<file path="config.mk">
export PLATFORM = sky130hd
export DESIGN_NAME = signed_int_to_ascii_radix_top_flat
export DESIGN_NICKNAME = d
export VERILOG_FILES = /design/src/rtl/sitoa_pkg.sv /design/src/rtl/sitoa_if.sv /design/src/rtl/signed_int_to_ascii_radix_top.sv /design/src/flat_wrapper.sv
export SDC_FILE = /design/constraint.sdc
export NUM_CORES = 1
export LEC_CHECK = 0
export BUFFER_PORTS_ARGS = -buffer_cell sky130_fd_sc_hd__buf_2
export CAP_MARGIN = 20
export CORE_UTILIZATION = 50
export DETAILED_ROUTE_END_ITERATION = 16
export GPL_ROUTABILITY_DRIVEN = 0
export GPL_TIMING_DRIVEN = 0
export PLACE_DENSITY = 0.67
export SLEW_MARGIN = 5
export SYNTH_ARGS = -nofsm -noshare
export SYNTH_HDL_FRONTEND = slang
export SYNTH_SLANG_ARGS = --single-unit
</file>
<file path="constraint.sdc">
create_clock -name clk -period 4 [get_ports clk]
set_input_delay 0.6 -clock clk [delete_from_list [all_inputs] [get_ports clk]]
set_output_delay 0.6 -clock clk [all_outputs]
set_load 0.02 [all_outputs]
</file>
<file path="src/rtl/sitoa_pkg.sv">
// ----------------------------------------------------------------------------
// sitoa_pkg
// Shared constants, types and helpers of the signed integer to text block.
// ----------------------------------------------------------------------------
package sitoa_pkg;

  localparam int VALUE_WIDTH = 32;
  localparam int DEPTH       = VALUE_WIDTH;
  localparam int IDX_W       = $clog2(DEPTH);
  localparam int CNT_W       = IDX_W + 1;
  localparam int BIT_W       = $clog2(VALUE_WIDTH);

  localparam logic [5:0] RADIX_MIN   = 6'd2;
  localparam logic [5:0] RADIX_MAX   = 6'd36;
  localparam logic [5:0] RADIX_RESET = 6'd10;

  localparam logic [6:0] CHAR_ZERO  = 7'h30;
  localparam logic [6:0] CHAR_A     = 7'h41;
  localparam logic [6:0] CHAR_MINUS = 7'h2D;
  localparam logic [5:0] DIGIT_NINE = 6'd9;
  localparam logic [5:0] DIGIT_TEN  = 6'd10;

  typedef logic [VALUE_WIDTH-1:0] value_t;
  typedef logic [5:0]             digit_t;
  typedef logic [6:0]             char_t;

  function automatic char_t digit_char(digit_t d);
    if (d > DIGIT_NINE) begin
      return CHAR_A + {1'b0, d - DIGIT_TEN};
    end
    return CHAR_ZERO + {1'b0, d};
  endfunction

  function automatic digit_t clamp_radix(logic [5:0] r);
    if (r < RADIX_MIN) begin
      return RADIX_MIN;
    end
    if (r > RADIX_MAX) begin
      return RADIX_MAX;
    end
    return r;
  endfunction

endpackage

</file>
<file path="src/rtl/sitoa_if.sv">
// ----------------------------------------------------------------------------
// sitoa_in_if / sitoa_out_if
// Valid/ready channels for the input numbers and the output characters.
// ----------------------------------------------------------------------------
interface sitoa_in_if import sitoa_pkg::*; ();
  logic   valid;
  logic   ready;
  value_t value;

  modport source (output valid, output value, input ready);
  modport sink   (input valid, input value, output ready);
endinterface

interface sitoa_out_if import sitoa_pkg::*; ();
  logic  valid;
  logic  ready;
  char_t char_code;
  logic  last;

  modport source (output valid, output char_code, output last, input ready);
  modport sink   (input valid, input char_code, input last, output ready);
endinterface

</file>
<file path="src/rtl/signed_int_to_ascii_radix_top.sv">
// ----------------------------------------------------------------------------
// signed_int_to_ascii_radix_top
// Signed integer to ASCII text in a programmable base, 2 to 36.
//
// in_ch carries one signed number per beat; out_ch returns its text one
// character per beat, most significant first, '-' ahead of negative values,
// last set on the final character. cfg_we/cfg_wdata write the radix; out
// of range values saturate to 2 or 36. Reset sets the radix to 10 and
// empties the block.
// Each digit comes from a bit-serial restoring division of the magnitude by
// the radix, one quotient bit per cycle. Digits go onto a small stack and are
// read back in reverse, through a fetch state and a load state per character.
// in_ch.ready is high only while no number is in work. A single output
// register holds the current character; when the receiver stalls, the
// character waits there and conversion of the rest halts.
// ----------------------------------------------------------------------------
module signed_int_to_ascii_radix_top import sitoa_pkg::*; (
  input  logic               clk,
  input  logic               rst_n,
  sitoa_in_if.sink           in_ch,
  sitoa_out_if.source        out_ch,
  input  logic               cfg_we,
  input  logic [5:0]         cfg_wdata
);

  localparam logic [2:0] ST_IDLE  = 3'd0;
  localparam logic [2:0] ST_DIV   = 3'd1;
  localparam logic [2:0] ST_SIGN  = 3'd2;
  localparam logic [2:0] ST_FETCH = 3'd3;
  localparam logic [2:0] ST_DIGIT = 3'd4;

  logic [2:0]       state_r, state_nxt;
  logic [5:0]       radix_r;
  digit_t           div_r;
  logic             neg_r;
  value_t           mag_r, mag_nxt;
  digit_t           rem_r, rem_nxt;
  logic [BIT_W-1:0] bit_r, bit_nxt;
  logic [CNT_W-1:0] ndig_r, ndig_nxt;
  digit_t           mem [DEPTH];
  digit_t           rd_data_r;
  logic             out_valid_r;
  char_t            out_char_r;
  logic             out_last_r;

  logic             accept;
  logic             out_load;
  logic [6:0]       trial;
  logic             qbit;
  digit_t           rem_div;
  logic             push;
  logic [IDX_W-1:0] rd_idx;

  assign accept   = in_ch.valid && in_ch.ready;
  assign out_load = !out_valid_r || out_ch.ready;
  assign trial    = {rem_r, mag_r[VALUE_WIDTH-1]};
  assign qbit     = trial >= {1'b0, div_r};
  assign rem_div  = qbit ? 6'(trial - {1'b0, div_r}) : trial[5:0];
  assign push     = (state_r == ST_DIV) && (bit_r == BIT_W'(VALUE_WIDTH - 1));
  assign rd_idx   = IDX_W'(ndig_r - CNT_W'(1));

  assign in_ch.ready      = (state_r == ST_IDLE);
  assign out_ch.valid     = out_valid_r;
  assign out_ch.char_code = out_char_r;
  assign out_ch.last      = out_last_r;

  always_comb begin
    state_nxt = state_r;
    mag_nxt   = mag_r;
    rem_nxt   = rem_r;
    bit_nxt   = bit_r;
    ndig_nxt  = ndig_r;
    unique case (state_r)
      ST_IDLE: begin
        if (accept) begin
          mag_nxt   = in_ch.value[VALUE_WIDTH-1] ? (~in_ch.value + value_t'(1)) : in_ch.value;
          rem_nxt   = '0;
          bit_nxt   = '0;
          ndig_nxt  = '0;
          state_nxt = ST_DIV;
        end
      end
      ST_DIV: begin
        rem_nxt = rem_div;
        mag_nxt = {mag_r[VALUE_WIDTH-2:0], qbit};
        bit_nxt = bit_r + BIT_W'(1);
        if (push) begin
          ndig_nxt = ndig_r + CNT_W'(1);
          rem_nxt  = '0;
          bit_nxt  = '0;
          if (mag_nxt == '0) begin
            state_nxt = neg_r ? ST_SIGN : ST_FETCH;
          end
        end
      end
      ST_SIGN: begin
        if (out_load) begin
          state_nxt = ST_FETCH;
        end
      end
      ST_FETCH: begin
        state_nxt = ST_DIGIT;
      end
      ST_DIGIT: begin
        if (out_load) begin
          ndig_nxt  = ndig_r - CNT_W'(1);
          state_nxt = (ndig_r == CNT_W'(1)) ? ST_IDLE : ST_FETCH;
        end
      end
      default: begin
        state_nxt = ST_IDLE;
      end
    endcase
  end

  always_ff @(posedge clk) begin
    if (!rst_n) begin
      state_r     <= ST_IDLE;
      radix_r     <= RADIX_RESET;
      out_valid_r <= 1'b0;
      ndig_r      <= '0;
      bit_r       <= '0;
    end else begin
      state_r <= state_nxt;
      ndig_r  <= ndig_nxt;
      bit_r   <= bit_nxt;
      if (cfg_we) begin
        radix_r <= cfg_wdata;
      end
      if (state_r == ST_SIGN && out_load) begin
        out_valid_r <= 1'b1;
      end else if (state_r == ST_DIGIT && out_load) begin
        out_valid_r <= 1'b1;
      end else if (out_ch.ready) begin
        out_valid_r <= 1'b0;
      end
    end
  end

  always_ff @(posedge clk) begin
    mag_r <= mag_nxt;
    rem_r <= rem_nxt;
    if (accept) begin
      neg_r <= in_ch.value[VALUE_WIDTH-1];
      div_r <= clamp_radix(radix_r);
    end
    if (push) begin
      mem[ndig_r[IDX_W-1:0]] <= rem_div;
    end
    rd_data_r <= mem[rd_idx];
    if (state_r == ST_SIGN && out_load) begin
      out_char_r <= CHAR_MINUS;
      out_last_r <= 1'b0;
    end else if (state_r == ST_DIGIT && out_load) begin
      out_char_r <= digit_char(rd_data_r);
      out_last_r <= (ndig_r == CNT_W'(1));
    end
  end

endmodule

</file>
<file path="src/flat_wrapper.sv">
// flat-port wrapper written by rule: the top's interface ports become plain ports
module signed_int_to_ascii_radix_top_flat import sitoa_pkg::*;
  (clk, rst_n, cfg_we, cfg_wdata, in_ch_valid, in_ch_value, in_ch_ready, out_ch_valid, out_ch_char_code, out_ch_last, out_ch_ready);
  sitoa_in_if in_ch_i ();
  sitoa_out_if out_ch_i ();
  input  logic clk;
  input  logic rst_n;
  input  logic cfg_we;
  input  logic [5:0] cfg_wdata;
  input wire logic [$bits(in_ch_i.valid)-1:0] in_ch_valid;
  input wire logic [$bits(in_ch_i.value)-1:0] in_ch_value;
  output wire logic [$bits(in_ch_i.ready)-1:0] in_ch_ready;
  output wire logic [$bits(out_ch_i.valid)-1:0] out_ch_valid;
  output wire logic [$bits(out_ch_i.char_code)-1:0] out_ch_char_code;
  output wire logic [$bits(out_ch_i.last)-1:0] out_ch_last;
  input wire logic [$bits(out_ch_i.ready)-1:0] out_ch_ready;
  assign in_ch_i.valid = in_ch_valid;
  assign in_ch_i.value = in_ch_value;
  assign in_ch_ready = in_ch_i.ready;
  assign out_ch_valid = out_ch_i.valid;
  assign out_ch_char_code = out_ch_i.char_code;
  assign out_ch_last = out_ch_i.last;
  assign out_ch_i.ready = out_ch_ready;
  signed_int_to_ascii_radix_top u_core (.clk(clk), .rst_n(rst_n), .in_ch(in_ch_i), .out_ch(out_ch_i), .cfg_we(cfg_we), .cfg_wdata(cfg_wdata));
endmodule
</file>
==> flow_summary.yaml, run 1 <==
routing:
  firstDrtPassIters: 7
  vias_per_cell: 5.863
  vias: 7639
  wl_mm: 26.64
  drt-initial-drc-count: 653
  drc: 0
  wl_per_cell_um: 20.44
  ant_nets: 0
critical_path:
  crit_family: "buffers and inverters"
  crit_arrival_ns: 4.05
  path_buf_inv: 5
  start_kind: "register"
  critPathSlowestCell: "xor2_1"
  path_class: "register to register"
  cp_max_fo: 10
  end_kind: "register"
  cp.required_ns: 4.33
  path_common_cell: "buf_2"
  max_stage_delay_ns: 0.71
  crit_chain: "buf_2, buf_2, inv_1, ha_1, buf_2, xor2_1, clkbuf_1, mux2i_1, o221ai_1"
run:
  drv_cap: 0
clock_network:
  post_cts_buffers: 0
  numCtsBuffers: 27
  cts_tree: "built"
  cts_buffer_depth: 3
  hold_buffers: 0
  clock-root-buffer: "clkbuf_16"
  htree_num_levels: 1
  clkSinkCount: 272
  cts_resized: 0
  clkLatencyLatePin_ns: 0.54
  clk_pin_slew_ns: 0.06
global_routing:
  grt_max_degree: 40
  overflow: 0
  antenna_found_initial: 0
  track_usage: 0.2106
  grt_pass1_wl_mm: 41.50
  grt_pass1_vias: 7466
sta:
  timing.hold.ws_ns: 0.3038
  finalSetupViolations: 0
  slew_violations: 0
  final.period_utilization: 0.9300
  hold_viol_final: 0
  worstMarginPinSlew_ns: 1.064
  slew_headroom: 0.2893
  grt_setup_unrepaired: "no"
  fin_crit_ns: 3.720
  skew_ns: 0.02046
  timing.fmax_mhz: 268.8
cells_and_area:
  drive_gt1_frac: 0.1716
  diodes: 0
  post-route-util: 0.5737
  synthToLayoutAreaGrowth_pct: 12.27
  nets: 1024
synthesis:
  ys_seq_area_frac: 0.6272
  synth_edf_count: 237
  synthFlopType: "edfxtp_1"
  ys_warn_count: 0
  yosysUniqueCellTypes: 66
  syn_nets: 943
  avgSynthCellArea_um2: 14.18
  synth_seq_cells: 272
  synth-async-reset-ratio: 0
  synthCells: 879
  synth_area_um2: 12460
placement:
  portBuffers: 49
  hpwl_mm: 18.25
pwr:
  p_int_uw: 5036
  clockPowerShare: 0.355
  p_leak_uw: 0.004838
  p_switching_uw: 1638
  peakVddDrop_v: 0.0003224
  swShare: 0.2454
  seq_power_share: 0.518
  powerDensity_nw_per_um2: 476.9
  power_frac_comb: 0.126
floorplan:
  initial_core_util: 0.5110
  die_w_um: 159.9
  num_rows: 57
  die_h_um: 159.9
  dieArea_um2: 25560
  ios: 53
  core_area_um2: 24390
run_status:
  status: "completed"
min_path:
  hold_class: "input port to register"
-- cells in the final DEF, fill, tap and decap left out, types with 26 or more instances in the layout --
master,count
a21oi_1,33
buf_2,55
clkbuf_1,42
clkbuf_16,28
dfxtp_1,35
edfxtp_1,237
mux2i_1,36
mux4_2,48
nand2_1,49
nor2_1,76
o21ai_0,40
xor2_1,26
-- final timing paths --
kind,endpoint,slack (ns),depth (start not counted),startpoint
setup / recovery,u_core.rd_data_r[5],0.28,9,u_core.ndig_r[0]
hold / removal,u_core.radix_r[3],0.30,3,cfg_wdata[3]
setup reg to reg,u_core.rd_data_r[5],0.28,9,u_core.ndig_r[0]
hold reg to reg,u_core.out_ch.last,0.45,2,u_core.out_ch.last
-- power by group through the flow --
| stage | Sequential [uW] | Combinational (uW) | Clock (uW) |
|---|---|---|---|
| floorplan | 3500 | 510 | 0 |
| global placement | 3530 | 780 | 0 |
| detailed placement | 3520 | 831 | 0 |
| CTS | 3460 | 827 | 2400 |
| global route | 3470 | 926 | 2500 |
| finish | 3460 | 842 | 2370 |
-- worst min-delay path: cells and delay by family --
kind | cells | cell delay (ns)
buf+inv | 1 | 0.08
mux | 1 | 0.06
simple gates | 1 | 0.06
-- cells in the mapped netlist, types with 10 or more instances --
library cell	n	area (um^2)
mux2i_1	36	360.4
inv_1	23	86.33
dfxtp_1	35	700.7
nor4_1	10	62.56
nor2_1	76	285.3
ha_1	20	250.2
o21ai_0	40	200.2
mux4_2	48	1081
a21oi_1	33	165.2
nor3_1	19	95.09
xnor2_1	11	96.34
nor2b_1	15	93.84
o31ai_1	10	75.07
nand2_1	49	183.9
a31oi_1	10	62.56
xor2_1	26	227.7
clkbuf_1	30	112.6
nand3_1	14	70.07
edfxtp_1	237	7117
-- flip-flops by register name, summed over array words and instances (netlist names), 6 cells and up --
signal,flops
u_core.div_r,6
u_core.mag_r,32
u_core.mem,192
u_core.ndig_r,6
u_core.out_ch.char_code,7
u_core.radix_r,6
u_core.rd_data_r,6
u_core.rem_r,6
-- cell families after synthesis --
logic type | count (synthesis) | synth area share
compound gates | 159 | 0.08955
simple gates | 234 | 0.09276
fa+ha+maj | 21 | 0.02168
xor+xnor | 37 | 0.02600
flops | 272 | 0.6272
buf+inv | 66 | 0.02168
mux | 90 | 0.1211
-- layout make-up --
type / instances / area (um^2)
Buffer: 43 / 183.9
Timing Repair Buffer: 52 / 295.3
Fill cell: 1977 / 10400
Inverter: 23 / 86.33
Multi-Input combinational cell: 541 / 4380
Sequential cell: 272 / 7818
Clock inverter: 4 / 22.52
Tap cell: 324 / 405.4
Clock buffer: 44 / 800.8
-- stage by stage --
stage / power [uW] / area, um^2 / std cells / TNS, ns / setup slack [ns]
floorplan: 4009 / 12460 / 879 / 0 / 0.6267
global placement: 4305 / 13110 / 1252 / -43.27 / -1.354
detailed placement: 4351 / 13140 / 1254 / 0 / 0.3006
CTS: 6687 / 13960 / 1302 / 0 / 0.2991
global route: 6900 / 13990 / 1303 / 0 / 0.03278
finish: 6673 / 13990 / 1303 / 0 / 0.2801
-- layer usage --
layer,vias to the layer above,GRT usage,share of wire
li1,3580,-,-
met5,-,0,0
met2,239,0.3486,0.48
met4,0,0.04935,0.017
met3,38,0.02442,0.062
met1,3782,0.3002,0.44
(Power assumes the default switching activity.)
==> run 2, diff against run 1 <==
- CTS_BUF_LIST: unset -> sky130_fd_sc_hd__clkbuf_8 sky130_fd_sc_hd__clkbuf_16
==> flow_summary.yaml, run 2 (synthesis results as in run 1) <==
cells_and_area:
  largest_register_ffs: 192
  multi_input_area_um2: 4380
  diodes: 0
  synthToLayoutAreaGrowth_pct: 12.27
  nets: 1024
  drive_gt1_frac: 0.1716
  post-route-util: 0.5737
  final_cell_mix: "237 x edfxtp_1, 76 x nor2_1, 55 x buf_2, 49 x nand2_1, 48 x mux4_2"
  final_common_cell: "edfxtp_1"
  fin_area_um2: 13990
  seq_area_um2: 7818
  fillers: 1977
routing:
  wl_per_cell_um: 20.46
  wl_mm: 26.67
  ant_nets: 0
  drt-initial-drc-count: 644
  vias_per_cell: 5.879
  firstDrtPassIters: 5
  drc: 0
  vias: 7660
floorplan:
  dieArea_um2: 25560
  num_rows: 57
  initial_core_util: 0.5110
  ios: 53
  core_area_um2: 24390
  die_h_um: 159.9
  die_w_um: 159.9
pwr:
  powerDensity_nw_per_um2: 474.7
  fin_total_pwr_uw: 6642
  peakVddDrop_v: 0.0003198
  p_leak_uw: 0.004888
critical_path:
  crit_arrival_ns: 4.06
  cp.required_ns: 4.33
  start_kind: "register"
  cp_max_fo: 10
  path_class: "register to register"
  end_kind: "register"
  max_stage_delay_ns: 0.71
  crit_chain: "buf_2, buf_2, inv_1, ha_1, buf_2, xor2_1, clkbuf_1, mux2i_1, o221ai_1"
  reg2reg_depth: 9
  path_common_cell: "buf_2"
  critPathSlowestCell: "xor2_1"
global_routing:
  grt_pass1_wl_mm: 41.50
  track_usage: 0.2106
  grt_pass1_vias: 7466
  antenna_found_initial: 0
  grt_max_degree: 40
  overflow: 0
sta:
  grt_setup_unrepaired: "no"
  finalSetupViolations: 0
  final.period_utilization: 0.9302
  slew_violations: 0
  skew_ns: 0.02002
  slew_headroom: 0.2727
  worst_slack_ns: 0.2792
  fin_crit_ns: 3.721
  hold_viol_final: 0
  timing.hold.ws_ns: 0.3037
  timing.fmax_mhz: 268.8
  worstMarginPinSlew_ns: 1.089
clock_network:
  cts_resized: 0
  cts_buffer_depth: 3
  cts_tree: "built"
  clkLatencyLatePin_ns: 0.54
  clock-root-buffer: "clkbuf_16"
  clkSinkCount: 272
  hold_buffers: 0
  clk_pin_slew_ns: 0.06
  post_cts_buffers: 0
  numCtsBuffers: 27
  htree_num_levels: 1
min_path:
  hold_class: "input port to register"
  whs_path_depth: 3
placement:
  hpwl_mm: 18.25
  preCtsSetupSlack_ns: 0.3006
  portBuffers: 49
  dpl_cell_area_um2: 13140
run_status:
  status: "completed"
run:
  drv_cap: 0
run 2: changes by cell type in the layout (fill, tap and decap cells not counted):
cell      before  now
clkbuf_1      42   30
inv_1         22   34
run 2: cell type report:
cell class | count | area share
Buffer | 43 | 0.01314
Timing Repair Buffer | 52 | 0.02110
Clock inverter | 16 | 0.004829
Tap cell | 324 | 0.02897
Inverter | 23 | 0.006170
Clock buffer | 32 | 0.05401
Sequential cell | 272 | 0.5587
Multi-Input combinational cell | 541 | 0.3131
run 2: final timing paths:
| kind | start | to | slack [ns] |
|---|---|---|---|
| max reg2reg | u_core.ndig_r[0] | u_core.rd_data_r[5] | 0.28 |
| min reg2reg | u_core.out_ch.last | u_core.out_ch.last | 0.45 |
| min | cfg_wdata[3] | u_core.radix_r[3] | 0.30 |
| max | u_core.ndig_r[0] | u_core.rd_data_r[5] | 0.28 |
run 2: power breakdown:
group	switching (uW)	internal [uW]	total, uW
clock network	1010	1330	2340
registers	53.1	3410	3460
logic	573	269	843
total	1640	5000	6640
run 2: routing by layer:
layer  GRT usage  up-vias  share of wire
met5           0        -              0
met2      0.3486      236           0.48
met4     0.04935        0          0.017
met1      0.3002     3808           0.44
met3     0.02442       38          0.059
li1            -     3578              -
run 2: critical path, delay by kind of cell, from the launching register on:
kind	cells	cell delay, ns
buf+inv	5	1.71
compound gates	1	0.22
flops	1	0.36
xor+xnor	1	0.71
mux	1	0.31
fa+ha+maj	1	0.23
run 2: per-stage QoR:
stage	std cells	TNS, ns
after floorplan	879	0
after global placement	1252	-43.27
after detailed placement	1254	0
after CTS	1302	0
after global routing	1303	0
final	1303	0
==> run 3, diff against run 2 <==
- TNS_END_PERCENT: unset -> 50
- clock period: 4 -> 3.6 ns (I/O delays scaled with it)
==> flow_summary.yaml, run 3 (synthesis results as in run 1) <==
floorplan:
  ios: 53
  die_h_um: 159.9
  core_area_um2: 24390
  num_rows: 57
  initial_core_util: 0.5110
  dieArea_um2: 25560
  die_w_um: 159.9
critical_path:
  r2r-end: "u_core.rd_data_r[5]"
  crit_chain: "buf_2, buf_2, inv_1, ha_1, clkbuf_1, clkbuf_1, mux4_2, mux2i_1, o221ai_1"
  crit_end: "u_core.rd_data_r[5]"
  rr_startpoint: "u_core.ndig_r[0]"
  max_stage_delay_ns: 0.52
  reg2reg_depth: 9
  r2r_setup_slack_ns: 0.24
  end_kind: "register"
  path_class: "register to register"
  crit_arrival_ns: 3.69
  cp_max_fo: 10
  cp.required_ns: 3.93
  start_kind: "register"
  critPathSlowestCell: "clkbuf_1"
  crit_start: "u_core.ndig_r[0]"
cells_and_area:
  fillers: 1975
  nets: 1024
  diodes: 0
  final_cell_mix: "237 x edfxtp_1, 76 x nor2_1, 55 x buf_2, 49 x nand2_1, 48 x mux4_2"
  drive_gt1_frac: 0.1767
  synthToLayoutAreaGrowth_pct: 12.46
  largest_register_ffs: 192
  final_cells: 1303
  final_common_cell: "edfxtp_1"
sta:
  worstMarginPinSlew_ns: 1.083
  final.period_utilization: 0.9334
  slew_violations: 0
  fin_setup_tns_ns: 0
  worst_slack_ns: 0.2396
  slew_headroom: 0.2764
  skew_ns: 0.01969
  hold_viol_final: 0
  fin_crit_ns: 3.360
  timing.fmax_mhz: 297.6
  finalSetupViolations: 0
  grt_setup_unrepaired: "no"
routing:
  drt-initial-drc-count: 704
  ant_nets: 0
  vias: 7650
  vias_per_cell: 5.871
  firstDrtPassIters: 7
  wl_mm: 26.67
  wl_per_cell_um: 20.47
  drc: 0
pwr:
  powerDensity_nw_per_um2: 527.0
  p_leak_uw: 0.004903
  peakVddDrop_v: 0.0003561
  fin_total_pwr_uw: 7387
clock_network:
  post_cts_buffers: 0
  cts_buffer_depth: 3
  numCtsBuffers: 27
  htree_num_levels: 1
  clock-root-buffer: "clkbuf_16"
  clkLatencyLatePin_ns: 0.54
  cts_tree: "built"
  clkSinkCount: 272
  clk_pin_slew_ns: 0.06
placement:
  portBuffers: 49
  preCtsSetupSlack_ns: -0.09944
  hpwl_mm: 18.25
  dp.cells: 1254
global_routing:
  antenna_found_initial: 0
  grt_max_degree: 40
  track_usage: 0.2107
  grt_pass1_vias: 7466
  grt_pass1_wl_mm: 41.52
  overflow: 0
run:
  drv_cap: 0
run_status:
  status: "completed"
min_path:
  hold_class: "input port to register"
[run 3: cell counts in the layout (fill, tap and decap cells not counted)]
Identical to the previous run, type by type.
[run 3: final cells by class]
class / count / area [um^2] / share of cell area
Buffer: 43 / 188.9 / 0.01348
Timing Repair Buffer: 52 / 295.3 / 0.02107
Multi-Input combinational cell: 541 / 4399 / 0.3139
Sequential cell: 272 / 7818 / 0.5578
Tap cell: 324 / 405.4 / 0.02892
Clock buffer: 32 / 755.7 / 0.05392
Inverter: 23 / 86.33 / 0.006160
Clock inverter: 16 / 67.56 / 0.004821
[run 3: critical path, delay by kind of cell (launching register included)]
| family | cells | cell delay (ns) |
|---|---|---|
| compound gates | 1 | 0.21 |
| fa+ha+maj | 1 | 0.31 |
| buf+inv | 5 | 1.69 |
| flops | 1 | 0.36 |
| mux | 2 | 0.60 |
[run 3: what timing repair did]
| action | CTS | global route |
|---|---|---|
| endpoints found under the setup margin | 5 | 6 |
| resized for setup | 2 | 7 |
| hold buffers | 0 | 0 |
[run 3: how the worst min path moves through the flow]
stage | from | to | cells past startpoint
2_1_floorplan | u_core.bit_r[3] | u_core.bit_r[3] | 1
3_3_place_gp | u_core.out_ch.last | u_core.out_ch.last | 2
3_5_place_dp | u_core.out_ch.last | u_core.out_ch.last | 2
4_1_cts | cfg_wdata[3] | u_core.radix_r[3] | 3
5_1_grt | cfg_wdata[1] | u_core.radix_r[1] | 3
6_report | cfg_wdata[3] | u_core.radix_r[3] | 3
[run 3: report_power, final]
part | internal, uW | leakage, uW | switching [uW]
registers | 3780 | 0.00247 | 59.5
logic | 300 | 0.00198 | 640
clock network | 1480 | 0.000452 | 1130
total | 5560 | 0.00490 | 1820
[run 3: per-layer routing]
layer / routed length [um] / global-route usage
met5: 0 / 0
met4: 413 / 0.04935
met3: 1679 / 0.02442
met2: 12850 / 0.3486
met1: 11730 / 0.3006
[run 3: through the flow]
stage	hold slack (ns)	util	cell area, um^2
6_report	0.2417	0.5746	14020
5_1_grt	0.2482	0.5746	14020
4_1_cts	0.2329	0.5729	13970
3_5_place_dp	0.4477	0.5388	13140
3_3_place_gp	0.4507	0.5377	13110
2_1_floorplan	0.4390	-	12460
